--- src/rtl/core/fifo_queue_with_delete_assert.svh ---
// Assertion macros for the tag queue with delete.
// Included by fifo_queue_with_delete.sv; relies on no other file.
`ifndef FIFO_QUEUE_WITH_DELETE_ASSERT_SVH
`define FIFO_QUEUE_WITH_DELETE_ASSERT_SVH

// Condition that holds at every clock edge out of reset.
`define FQD_ASSERT_ALWAYS(lbl, clk, rst_n, cond) \
    lbl: assert property (@(posedge clk) disable iff (!rst_n) (cond)) \
        else $error("fqd: invariant violated");

// Consequence in the same cycle.
`define FQD_ASSERT_IMPLY(lbl, clk, rst_n, ante, cons) \
    lbl: assert property (@(posedge clk) disable iff (!rst_n) (ante) |-> (cons)) \
        else $error("fqd: same-cycle implication violated");

// Consequence in the next cycle.
`define FQD_ASSERT_NEXT(lbl, clk, rst_n, ante, cons) \
    lbl: assert property (@(posedge clk) disable iff (!rst_n) (ante) |=> (cons)) \
        else $error("fqd: next-cycle implication violated");

`endif

--- src/rtl/core/fqd_pkg.sv ---
// Shared constants for the tag queue with delete: default sizes,
// operation codes and status codes. No dependencies.
package fqd_pkg;

    localparam int DEPTH_DEF    = 16;
    localparam int TAG_BITS_DEF = 32;
    localparam int CNT_W_DEF    = $clog2(DEPTH_DEF + 1);

    localparam int MODE_W   = 2;
    localparam int STATUS_W = 3;

    localparam logic [MODE_W-1:0] MODE_ENQ = 2'd0;
    localparam logic [MODE_W-1:0] MODE_DEQ = 2'd1;
    localparam logic [MODE_W-1:0] MODE_DEL = 2'd2;

    localparam logic [STATUS_W-1:0] STAT_OK       = 3'd0;
    localparam logic [STATUS_W-1:0] STAT_NULL     = 3'd1;
    localparam logic [STATUS_W-1:0] STAT_EMPTY    = 3'd2;
    localparam logic [STATUS_W-1:0] STAT_FULL     = 3'd3;
    localparam logic [STATUS_W-1:0] STAT_NOTFOUND = 3'd4;

endpackage

--- src/rtl/core/fqd_req_if.sv ---
// Request channel of the tag queue: valid/ready plus operation and tag.
// Depends on fqd_pkg for widths.
interface fqd_req_if #(
    parameter int TAG_BITS = fqd_pkg::TAG_BITS_DEF
);
    logic                        valid;
    logic                        ready;
    logic [fqd_pkg::MODE_W-1:0]  mode;
    logic [TAG_BITS-1:0]         tag;

    modport source (output valid, output mode, output tag, input ready);
    modport sink   (input valid, input mode, input tag, output ready);
endinterface

--- src/rtl/core/fqd_rsp_if.sv ---
// Response channel of the tag queue: valid/ready plus status, tag and fill.
// Depends on fqd_pkg for widths.
interface fqd_rsp_if #(
    parameter int TAG_BITS = fqd_pkg::TAG_BITS_DEF,
    parameter int CNT_W    = fqd_pkg::CNT_W_DEF
);
    logic                          valid;
    logic                          ready;
    logic [fqd_pkg::STATUS_W-1:0]  status;
    logic [TAG_BITS-1:0]           tag_out;
    logic [CNT_W-1:0]              fill;

    modport source (output valid, output status, output tag_out, output fill, input ready);
    modport sink   (input valid, input status, input tag_out, input fill, output ready);
endinterface

--- src/rtl/core/fifo_queue_with_delete.sv ---
// Bounded queue of nonzero tags with enqueue, dequeue and delete-by-value.
// The tags live in a single circular buffer memory (one write port, one
// read port, registered read data) addressed from a head pointer. Every
// request yields one response. Enqueue and any request answered from the
// fill count alone (null tag, full, empty, unused mode, delete on an empty
// queue) are answered straight from the idle state; dequeue passes
// through ST_DEQ for its memory read. Delete streams the buffer from the
// oldest entry, one entry per cycle through the read port, then moves
// the younger entries down one place while the next one is being read.
// The response sits in an output register, so a new request is taken as
// soon as the block is idle and that register is empty or being drained.
// No clearing pass after reset: only entries below the fill are ever
// used, though a delete may read one position past it.
// Depends on fqd_pkg, fqd_req_if, fqd_rsp_if and the assertion macros.
`include "fifo_queue_with_delete_assert.svh"

module fifo_queue_with_delete #(
    parameter int DEPTH    = fqd_pkg::DEPTH_DEF,
    parameter int TAG_BITS = fqd_pkg::TAG_BITS_DEF
) (
    input  logic       clk,
    input  logic       rst_n,
    fqd_req_if.sink    req,
    fqd_rsp_if.source  rsp
);
    import fqd_pkg::*;

    localparam int AW = $clog2(DEPTH);
    localparam int CW = $clog2(DEPTH + 1);
    localparam logic [CW-1:0] FULL_CNT = CW'(DEPTH);
    localparam logic [AW:0]   WRAP     = (AW + 1)'(DEPTH);

    typedef enum logic [3:0] {
        ST_IDLE  = 4'b0001,
        ST_DEQ   = 4'b0010,
        ST_SCAN  = 4'b0100,
        ST_SHIFT = 4'b1000
    } state_t;

    // queue position to buffer address
    function automatic logic [AW-1:0] pos_addr(input logic [AW-1:0] base,
                                               input logic [AW-1:0] off);
        logic [AW:0] sum;
        sum = {1'b0, base} + {1'b0, off};
        if (sum >= WRAP)
            sum = sum - WRAP;
        return sum[AW-1:0];
    endfunction

    logic [TAG_BITS-1:0] mem [DEPTH];
    logic [TAG_BITS-1:0] rd_data_reg;

    state_t               state_reg, state_next;
    logic [AW-1:0]        head_reg, head_next;
    logic [CW-1:0]        count_reg, count_next;
    logic [CW-1:0]        pos_reg, pos_next;
    logic [TAG_BITS-1:0]  key_reg, key_next;
    logic                 ov_reg, ov_next;
    logic [STATUS_W-1:0]  status_reg, status_next;
    logic [TAG_BITS-1:0]  tag_out_reg, tag_out_next;
    logic [CW-1:0]        fill_reg, fill_next;

    logic                 accept;
    logic                 rd_en, wr_en;
    logic [AW-1:0]        rd_addr, wr_addr;
    logic [TAG_BITS-1:0]  wr_data;
    logic [CW-1:0]        pos_inc, pos_dec;
    logic                 load_out;
    logic [STATUS_W-1:0]  ld_status;
    logic [TAG_BITS-1:0]  ld_tag;
    logic [CW-1:0]        ld_fill;
    logic                 deq_on_empty;

    assign req.ready   = (state_reg == ST_IDLE) && (!ov_reg || rsp.ready);
    assign accept      = req.valid && req.ready;
    assign rsp.valid   = ov_reg;
    assign rsp.status  = status_reg;
    assign rsp.tag_out = tag_out_reg;
    assign rsp.fill    = fill_reg;

    assign pos_inc = pos_reg + CW'(1);
    assign pos_dec = pos_reg - CW'(1);

    always_comb
    begin
        state_next = state_reg;
        head_next  = head_reg;
        count_next = count_reg;
        pos_next   = pos_reg;
        key_next   = key_reg;
        rd_en      = 1'b0;
        rd_addr    = head_reg;
        wr_en      = 1'b0;
        wr_addr    = head_reg;
        wr_data    = rd_data_reg;
        load_out   = 1'b0;
        ld_status  = STAT_OK;
        ld_tag     = '0;
        ld_fill    = count_reg;

        case (state_reg)
            ST_IDLE:
            begin
                if (accept)
                begin
                    case (req.mode)
                        MODE_ENQ:
                        begin
                            load_out = 1'b1;
                            if (req.tag == '0)
                                ld_status = STAT_NULL;
                            else if (count_reg == FULL_CNT)
                                ld_status = STAT_FULL;
                            else
                            begin
                                wr_en      = 1'b1;
                                wr_addr    = pos_addr(head_reg, count_reg[AW-1:0]);
                                wr_data    = req.tag;
                                count_next = count_reg + CW'(1);
                                ld_fill    = count_reg + CW'(1);
                            end
                        end
                        MODE_DEQ:
                        begin
                            if (count_reg == '0)
                            begin
                                load_out  = 1'b1;
                                ld_status = STAT_EMPTY;
                            end
                            else
                            begin
                                rd_en      = 1'b1;
                                rd_addr    = head_reg;
                                state_next = ST_DEQ;
                            end
                        end
                        MODE_DEL:
                        begin
                            if (req.tag == '0)
                            begin
                                load_out  = 1'b1;
                                ld_status = STAT_NULL;
                            end
                            else if (count_reg == '0)
                            begin
                                load_out  = 1'b1;
                                ld_status = STAT_NOTFOUND;
                            end
                            else
                            begin
                                rd_en      = 1'b1;
                                rd_addr    = head_reg;
                                key_next   = req.tag;
                                pos_next   = '0;
                                state_next = ST_SCAN;
                            end
                        end
                        default:
                        begin
                            load_out = 1'b1;
                        end
                    endcase
                end
            end
            ST_DEQ:
            begin
                load_out   = 1'b1;
                ld_tag     = rd_data_reg;
                ld_fill    = count_reg - CW'(1);
                count_next = count_reg - CW'(1);
                head_next  = pos_addr(head_reg, AW'(1));
                state_next = ST_IDLE;
            end
            ST_SCAN:
            begin
                // read ahead one position while comparing the current one
                rd_en   = 1'b1;
                rd_addr = pos_addr(head_reg, pos_inc[AW-1:0]);
                if (rd_data_reg == key_reg)
                begin
                    pos_next   = pos_inc;
                    state_next = ST_SHIFT;
                end
                else if (pos_inc == count_reg)
                begin
                    load_out   = 1'b1;
                    ld_status  = STAT_NOTFOUND;
                    state_next = ST_IDLE;
                end
                else
                    pos_next = pos_inc;
            end
            ST_SHIFT:
            begin
                if (pos_reg < count_reg)
                begin
                    // drop entry at pos into the slot below, fetch the next
                    wr_en    = 1'b1;
                    wr_addr  = pos_addr(head_reg, pos_dec[AW-1:0]);
                    wr_data  = rd_data_reg;
                    rd_en    = 1'b1;
                    rd_addr  = pos_addr(head_reg, pos_inc[AW-1:0]);
                    pos_next = pos_inc;
                end
                else
                begin
                    load_out   = 1'b1;
                    ld_fill    = count_reg - CW'(1);
                    count_next = count_reg - CW'(1);
                    state_next = ST_IDLE;
                end
            end
            default:
            begin
                state_next = ST_IDLE;
            end
        endcase

        ov_next      = ov_reg && !rsp.ready;
        status_next  = status_reg;
        tag_out_next = tag_out_reg;
        fill_next    = fill_reg;
        if (load_out)
        begin
            ov_next      = 1'b1;
            status_next  = ld_status;
            tag_out_next = ld_tag;
            fill_next    = ld_fill;
        end
    end

    always_ff @(posedge clk)
    begin
        if (wr_en)
            mem[wr_addr] <= wr_data;
        if (rd_en)
            rd_data_reg <= mem[rd_addr];
    end

    always_ff @(posedge clk or negedge rst_n)
    begin
        if (!rst_n)
        begin
            state_reg <= ST_IDLE;
            head_reg  <= '0;
            count_reg <= '0;
            ov_reg    <= 1'b0;
        end
        else
        begin
            state_reg <= state_next;
            head_reg  <= head_next;
            count_reg <= count_next;
            ov_reg    <= ov_next;
        end
    end

    always_ff @(posedge clk)
    begin
        pos_reg     <= pos_next;
        key_reg     <= key_next;
        status_reg  <= status_next;
        tag_out_reg <= tag_out_next;
        fill_reg    <= fill_next;
    end

    assign deq_on_empty = accept && (req.mode == MODE_DEQ) && (count_reg == '0);

    `FQD_ASSERT_ALWAYS(a_count_bound, clk, rst_n, count_reg <= FULL_CNT)
    `FQD_ASSERT_IMPLY(a_busy_no_rsp, clk, rst_n, state_reg != ST_IDLE, !ov_reg)
    `FQD_ASSERT_NEXT(a_deq_empty, clk, rst_n, deq_on_empty, ov_reg && status_reg == STAT_EMPTY)

endmodule

--- src/flat_wrapper.sv ---
// flat-port wrapper written by rule: the top's interface ports become plain ports
module fifo_queue_with_delete_flat import fqd_pkg::*;
#(
    parameter int DEPTH    = fqd_pkg::DEPTH_DEF,
    parameter int TAG_BITS = fqd_pkg::TAG_BITS_DEF
)
  (clk, rst_n, req_valid, req_mode, req_tag, req_ready, rsp_valid, rsp_status, rsp_tag_out, rsp_fill, rsp_ready);
  fqd_req_if #(.TAG_BITS(TAG_BITS)) req_i ();
  fqd_rsp_if #(.TAG_BITS(TAG_BITS)) rsp_i ();
  input  logic clk;
  input  logic rst_n;
  input wire logic [$bits(req_i.valid)-1:0] req_valid;
  input wire logic [$bits(req_i.mode)-1:0] req_mode;
  input wire logic [$bits(req_i.tag)-1:0] req_tag;
  output wire logic [$bits(req_i.ready)-1:0] req_ready;
  output wire logic [$bits(rsp_i.valid)-1:0] rsp_valid;
  output wire logic [$bits(rsp_i.status)-1:0] rsp_status;
  output wire logic [$bits(rsp_i.tag_out)-1:0] rsp_tag_out;
  output wire logic [$bits(rsp_i.fill)-1:0] rsp_fill;
  input wire logic [$bits(rsp_i.ready)-1:0] rsp_ready;
  assign req_i.valid = req_valid;
  assign req_i.mode = req_mode;
  assign req_i.tag = req_tag;
  assign req_ready = req_i.ready;
  assign rsp_valid = rsp_i.valid;
  assign rsp_status = rsp_i.status;
  assign rsp_tag_out = rsp_i.tag_out;
  assign rsp_fill = rsp_i.fill;
  assign rsp_i.ready = rsp_ready;
  fifo_queue_with_delete #(.DEPTH(DEPTH), .TAG_BITS(TAG_BITS)) u_core (.clk(clk), .rst_n(rst_n), .req(req_i), .rsp(rsp_i));
endmodule
--- config.mk ---
export PLATFORM = sky130hd
export DESIGN_NAME = fifo_queue_with_delete_flat
export DESIGN_NICKNAME = d
export VERILOG_FILES = /design/src/rtl/core/fqd_pkg.sv /design/src/rtl/core/fqd_req_if.sv /design/src/rtl/core/fqd_rsp_if.sv /design/src/rtl/core/fifo_queue_with_delete.sv /design/src/flat_wrapper.sv
export VERILOG_INCLUDE_DIRS = /design/src /design/src/rtl/core
export SDC_FILE = /design/constraint.sdc
export NUM_CORES = 1
export LEC_CHECK = 0
export ABC_AREA = 1
export ABC_CLOCK_PERIOD_IN_PS = 11200
export BUFFER_PORTS_ARGS = -buffer_cell sky130_fd_sc_hd__buf_2
export CORE_ASPECT_RATIO = 2
export CORE_MARGIN = 2
export CORE_UTILIZATION = 51
export DETAILED_ROUTE_END_ITERATION = 12
export GPL_ROUTABILITY_DRIVEN = 1
export PLACE_DENSITY = 0.67
export SETUP_SLACK_MARGIN = 0.5
export SYNTH_ARGS = -nofsm -noshare
export SYNTH_HDL_FRONTEND = slang
export SYNTH_SLANG_ARGS = --single-unit
--- constraint.sdc ---
create_clock -name clk -period 11.2 [get_ports clk]
set_input_delay 0.56 -clock clk [delete_from_list [all_inputs] [get_ports clk]]
set_output_delay 0.56 -clock clk [all_outputs]
set_load 0.005 [all_outputs]
==> metrics.txt, run 1 <==
port bufs 79; Die Wd between 150 and 200 um; Placed Area 29700 um^2; # IOs 80; dominant cell type by area after synthesis edfxtp_1; fill count between 4000 and 5000; Mean Syn Cell Area 10.6 um^2; CP Max Fanout 163; Die Y between 300 and 400 um; Synth area leaders edfxtp_1 65%, nand3_1 11%, nand2_1 7.8%; max-cap violations 0; Setup TNS 0 ps; drt pass-1 iters 6; CP Launch Type flop; Reg2Reg Setup Slack 6390 ps; sequential area share after synthesis 0.666; Detailed Route WL 75200 um; vias in the first global route between 15000 and 20000; CTS Root Buffer Type clkbuf_16; DR DRC count 0; Initial Util 0.516; area growth from synthesis to layout 10.8%; Post-Place Setup Slack 6200 ps; FFs w/ async S/R, synth 0.0220; Tmin final around 4800 ps; Reg2Reg Launch Point u_core.count_reg[3]$_DFF_PN0_; Leakage Power 12.9 nW; Reg2Reg Depth 17; final setup margin 6390 ps; GRT Util Overall 0.262; Routed Antenna Nets 0; count of cell types in the netlist 38; CTS Buf Count 53; Setup CP Type flop to flop; core area 55300 um^2; clk_lat worst skew ~620 ps; maximum vdd drop 0.000191 V; DR iter-0 viols 2126; vias per cell 5.62; die area 57900 um^2; Wirelength per Cell 21.3 um; Reg area 19000 um^2; WP data arrival 5170 ps; status complete, no violations; Largest Register u_core.mem; Nets 2806; global-route wire length before repair 114000 um; critical path required time 11560 ps; area of the multi-input gates 7540 um^2; via count 19800; EDFF count, synth 621; most common cell after layout, fill and taps aside edfxtp_1; share of layout cells above drive strength 1 0.0976; Hold Path Cell Cnt 1; clock sink total 635; Rows between 100 and 150; Max Freq 208 MHz; hold_ws 137 ps; max reg flops slightly above 500; largest net degree at the start of global routing 164; FF+latch count, synth 635; final hold violations 0; DP Wirelength 40700 um; CTS tree yes; clock skew 24.3 ps; grt ovf 0; RSZ-0062 raised after global routing false; Worst Hold End u_core.key_reg[17]$_DFFE_PP_; Tightest Pin Transition 1450 ps; Post-synth top flop edfxtp_1; Post-Synthesis Cell Area 28500 um^2; initial antenna violation count 0; clk slew on worst S/H paths 70 ps; Final Power 0.00750 W; diode count 0; count of pins over their slew limit 0; synthesized netlist cell count 2692; H-Tree Depth 2; clk buf depth 3; top-area cell type share of the netlist area 0.654; syn_nets 2756; slew margin rel. 0.0351; Crit. End Element flop; fin area 31600 um^2; Hold Path Origin req_tag[17]; power per cell area 237 nW/um^2; commonest non-fill, non-tap cells in the layout 621 x edfxtp_1, 608 x nand3_1, 588 x nand2_1, 377 x inv_1, 98 x nor2_1; Final period util 0.430; Worst Hold Class primary input to flop; Synth Warn # 0; r2r endpoint u_core.rd_data_reg[27]$_DFFE_PP_; final setup violation count 0; GP Congestion 0.855; post-CTS sizing 0
per-stage QoR:
step / utilization / cells
3_5_place_dp: 0.538 / 3430
5_1_grt: 0.572 / 3531
4_1_cts: 0.572 / 3531
2_1_floorplan: - / 2692
6_report: 0.572 / 3531
3_3_place_gp: 0.538 / 3430
kinds of logic after synthesis:
family	after synthesis	share of synthesized area
AND/OR/NAND/NOR	1382	0.216
flip-flops	635	0.666
buffers and inverters	527	0.0766
AO/OA/AOI/OAI	79	0.0152
XOR/XNOR	43	0.0135
adder cells (fa/ha/maj)	26	0.0122
timing repair:
item / CTS / global route
endpoints found under the hold margin: 13 / 0
hold buffers: 1 / 0
setup buffers: 0 / 0
final cells by class:
class                           instances  share of cell area
Sequential cell                       635               0.601
Multi-Input combinational cell       1530               0.239
Inverter                              384              0.0456
Clock buffer                           58              0.0429
Tap cell                              744              0.0295
Timing Repair Buffer                  138              0.0266
Clock inverter                         42              0.0154
power breakdown:
part	internal [W]	total [W]	leakage, nW	switching, W
clock	0.00109	0.00198	0.891	0.000885
combinational	0.000741	0.00251	6.18	0.00177
sequential	0.00292	0.00301	5.79	0.0000897
Yosys cell counts (3+ instances only):
library cell and count:
a21oi_1 18, buf_2 109, buf_4 19, clkbuf_1 14, dfrtp_1 13, edfxtp_1 621, fa_1 3, ha_1 23
inv_1 378, inv_2 5, nand2_1 589, nand3_1 609, nand3_2 3, nand3b_1 33, nand4_1 11, nor2_1 114
nor2_2 3, nor3_1 10, o21ai_0 49, or2_2 4, xnor2_1 3, xor2_1 39
worst max-delay path by stage:
stage	startpoint	endpoint	slack (ps)	cells past startpoint
final	u_core.count_reg[3]$_DFF_PN0_	u_core.rd_data_reg[27]$_DFFE_PP_	6390	17
after global routing	u_core.count_reg[3]$_DFF_PN0_	u_core.rd_data_reg[8]$_DFFE_PP_	5780	17
after CTS	u_core.count_reg[3]$_DFF_PN0_	u_core.rd_data_reg[5]$_DFFE_PP_	6200	17
after detailed placement	req_tag[23]	u_core.mem[6][22]$_DFFE_PP_	6200	15
after global placement	req_tag[23]	u_core.mem[1][21]$_DFFE_PP_	6280	14
after floorplan	u_core.state_reg[0]$_DFFE_PN1P_	u_core.rd_data_reg[0]$_DFFE_PP_	7330	6
worst max-delay path, cell delays in order (launching register included):
cell	delay (ps)
dfrtp_1	430
clkinv_1	250
ha_1	360
nand2_1	70
nor2_1	100
nand2_1	80
nand3_1	180
nand3_1	170
nand3_4	110
buf_4	760
nand2_8	640
buf_4	760
nand2_1	180
nand2_1	60
nand2_1	50
nand3_1	90
nand3_1	110
nand2_1	70
per-layer routing:
metal	global-route usage	routed length, um	part of all wire
met1	0.317	27700	0.37
met2	0.456	38400	0.51
met5	0	0	0
met3	0.0312	5330	0.071
met4	0.134	3790	0.050
Note: power is estimated with default switching activity, not from simulation.
==> inputs of run 2 (changes only) <==
- ABC_CLOCK_PERIOD_IN_PS: 11200 -> 4730
- clock period: 11.2 -> 4.73 ns (I/O delays scaled with it)
==> metrics.txt, run 2 (synthesized netlist as in run 1, its figures left out) <==
status complete, no violations; CP Launch Type flop; slew margin rel. 0.196; power per cell area 549 nW/um^2; Final period util 0.757; H-Tree Depth 2; initial antenna violation count 0; RSZ-0062 raised after global routing false; via count 20200; final setup violation count 0; vias per cell 5.63; clk slew on worst S/H paths 60 ps; r2r endpoint u_core.mem[1][24]$_DFFE_PP_; # IOs 80; hold_ws 36.8 ps; fin area 32200 um^2; drt pass-1 iters 6; NetSw approximately 0.0064 W; Die Y 338 um; maximum vdd drop ~0.00062 V; Initial Util 0.516; Net Sw Frac 0.362; Rows between 100 and 150; final hold violations 0; Setup CP Type flop to flop; Max Freq 279 MHz; die area a little under 60000 um^2; clk buf depth 3; Reg power frac 0.403; Die Wd 171 um; DR DRC count 0; critical path required time 5000 ps; grt ovf 0; GP Congestion 0.879; post-CTS setup buffers 0; Reg2Reg Depth 12; CTS Buf Count 55; Reg2Reg Launch Point u_core.pos_reg[0]$_SDFFCE_PP0P_; Reg2Reg Setup Slack 1150 ps; internal power between 0.01 and 0.015 W; most common cell after layout, fill and taps aside edfxtp_1; Crit. End Element flop; vias in the first global route about 20000; core area 55300 um^2; Tmin final 3580 ps; combinational power share 0.341; DR iter-0 viols 2124; WP data arrival 3850 ps; diode count 0; Leakage Power 13.1 nW; Nets 2861; Post-Place Setup Slack 1230 ps; share of layout cells above drive strength 1 0.0986; post-CTS sizing 0; clk_lat worst skew 600 ps; global-route wire length before repair 113000 um; CTS Hold Bufs 33; GRT Util Overall 0.258; Wirelength per Cell just over 20 um; DP Wirelength 41400 um; area growth from synthesis to layout 12.9%; clock skew 13.3 ps; commonest non-fill, non-tap cells in the layout 621 x edfxtp_1, 608 x nand3_1, 588 x nand2_1, 377 x inv_1, 98 x nor2_1; Placed Area 30100 um^2; Hold Path Cell Cnt 3; Final Power 0.0177 W; CTS tree yes; Hold Path Origin rsp_ready; Tightest Pin Transition 1200 ps; Detailed Route WL 74500 um; Routed Antenna Nets 0; Worst Hold End u_core.rsp.valid$_DFF_PN0_; CP Max Fanout 18; max-cap violations 0; clock network power share 0.256; clock sink total 635; final setup margin ~1200 ps; count of pins over their slew limit 0; Largest Register u_core.mem; max reg flops roughly 500; largest net degree at the start of global routing about 180; port bufs 79; Worst Hold Class primary input to flop; Setup TNS 0 ps; CTS Root Buffer Type clkbuf_16; fill count approximately 4500
[run 2: worst max path at each step]
| stage | endpoint | startpoint | slack (ps) |
|---|---|---|---|
| 2_1_floorplan | u_core.rd_data_reg[0]$_DFFE_PP_ | u_core.state_reg[0]$_DFFE_PN1P_ | 860 |
| 3_3_place_gp | u_core.rd_data_reg[17]$_DFFE_PP_ | u_core.pos_reg[0]$_SDFFCE_PP0P_ | 1260 |
| 3_5_place_dp | u_core.rd_data_reg[17]$_DFFE_PP_ | u_core.pos_reg[0]$_SDFFCE_PP0P_ | 1230 |
| 4_1_cts | u_core.mem[1][24]$_DFFE_PP_ | u_core.pos_reg[0]$_SDFFCE_PP0P_ | 1190 |
| 5_1_grt | u_core.mem[1][24]$_DFFE_PP_ | u_core.count_reg[1]$_DFF_PN0_ | 920 |
| 6_report | u_core.mem[1][24]$_DFFE_PP_ | u_core.pos_reg[0]$_SDFFCE_PP0P_ | 1150 |
[run 2: per-stage QoR]
step / utilization / instances
finish: 0.583 / 3583
global route: 0.583 / 3583
CTS: 0.583 / 3583
detailed placement: 0.544 / 3451
global placement: 0.544 / 3451
floorplan: - / 2692
[run 2: metal layers]
layer | part of all wire | vias up | GRT usage
met5 | 0 | - | 0
li1 | - | 9250 | -
met2 | 0.50 | 909 | 0.433
met1 | 0.38 | 9788 | 0.329
met4 | 0.052 | 0 | 0.132
met3 | 0.067 | 218 | 0.0298
[run 2: cell type report]
cell class | count | area, um^2 | area share
Sequential cell | 635 | 19000 | 0.590
Multi-Input combinational cell | 1530 | 7540 | 0.234
Timing Repair Buffer | 191 | 1510 | 0.0468
Clock buffer | 67 | 1460 | 0.0455
Inverter | 384 | 1440 | 0.0448
Tap cell | 744 | 931 | 0.0289
Clock inverter | 32 | 312 | 0.00968
[run 2: power groups by stage]
| stage | clock (W) | sequential (W) | combinational (W) |
|---|---|---|---|
| 6_report | 0.00452 | 0.00713 | 0.00604 |
| 5_1_grt | 0.00478 | 0.00715 | 0.00669 |
| 4_1_cts | 0.00459 | 0.00713 | 0.00600 |
| 3_5_place_dp | 0 | 0.00724 | 0.00595 |
| 3_3_place_gp | 0 | 0.00724 | 0.00584 |
| 2_1_floorplan | 0 | 0.00722 | 0.00420 |
[run 2: worst max-delay path, cell delays in order (launching register included)]
cell      delay (ps)
edfxtp_1         420
inv_1            110
ha_1             390
inv_1            120
ha_1             280
nand2_1           40
o21ai_0          190
xor2_1           310
nor2_1           100
o21ai_0          290
nand3_1          410
nor2_4           250
buf_4            330
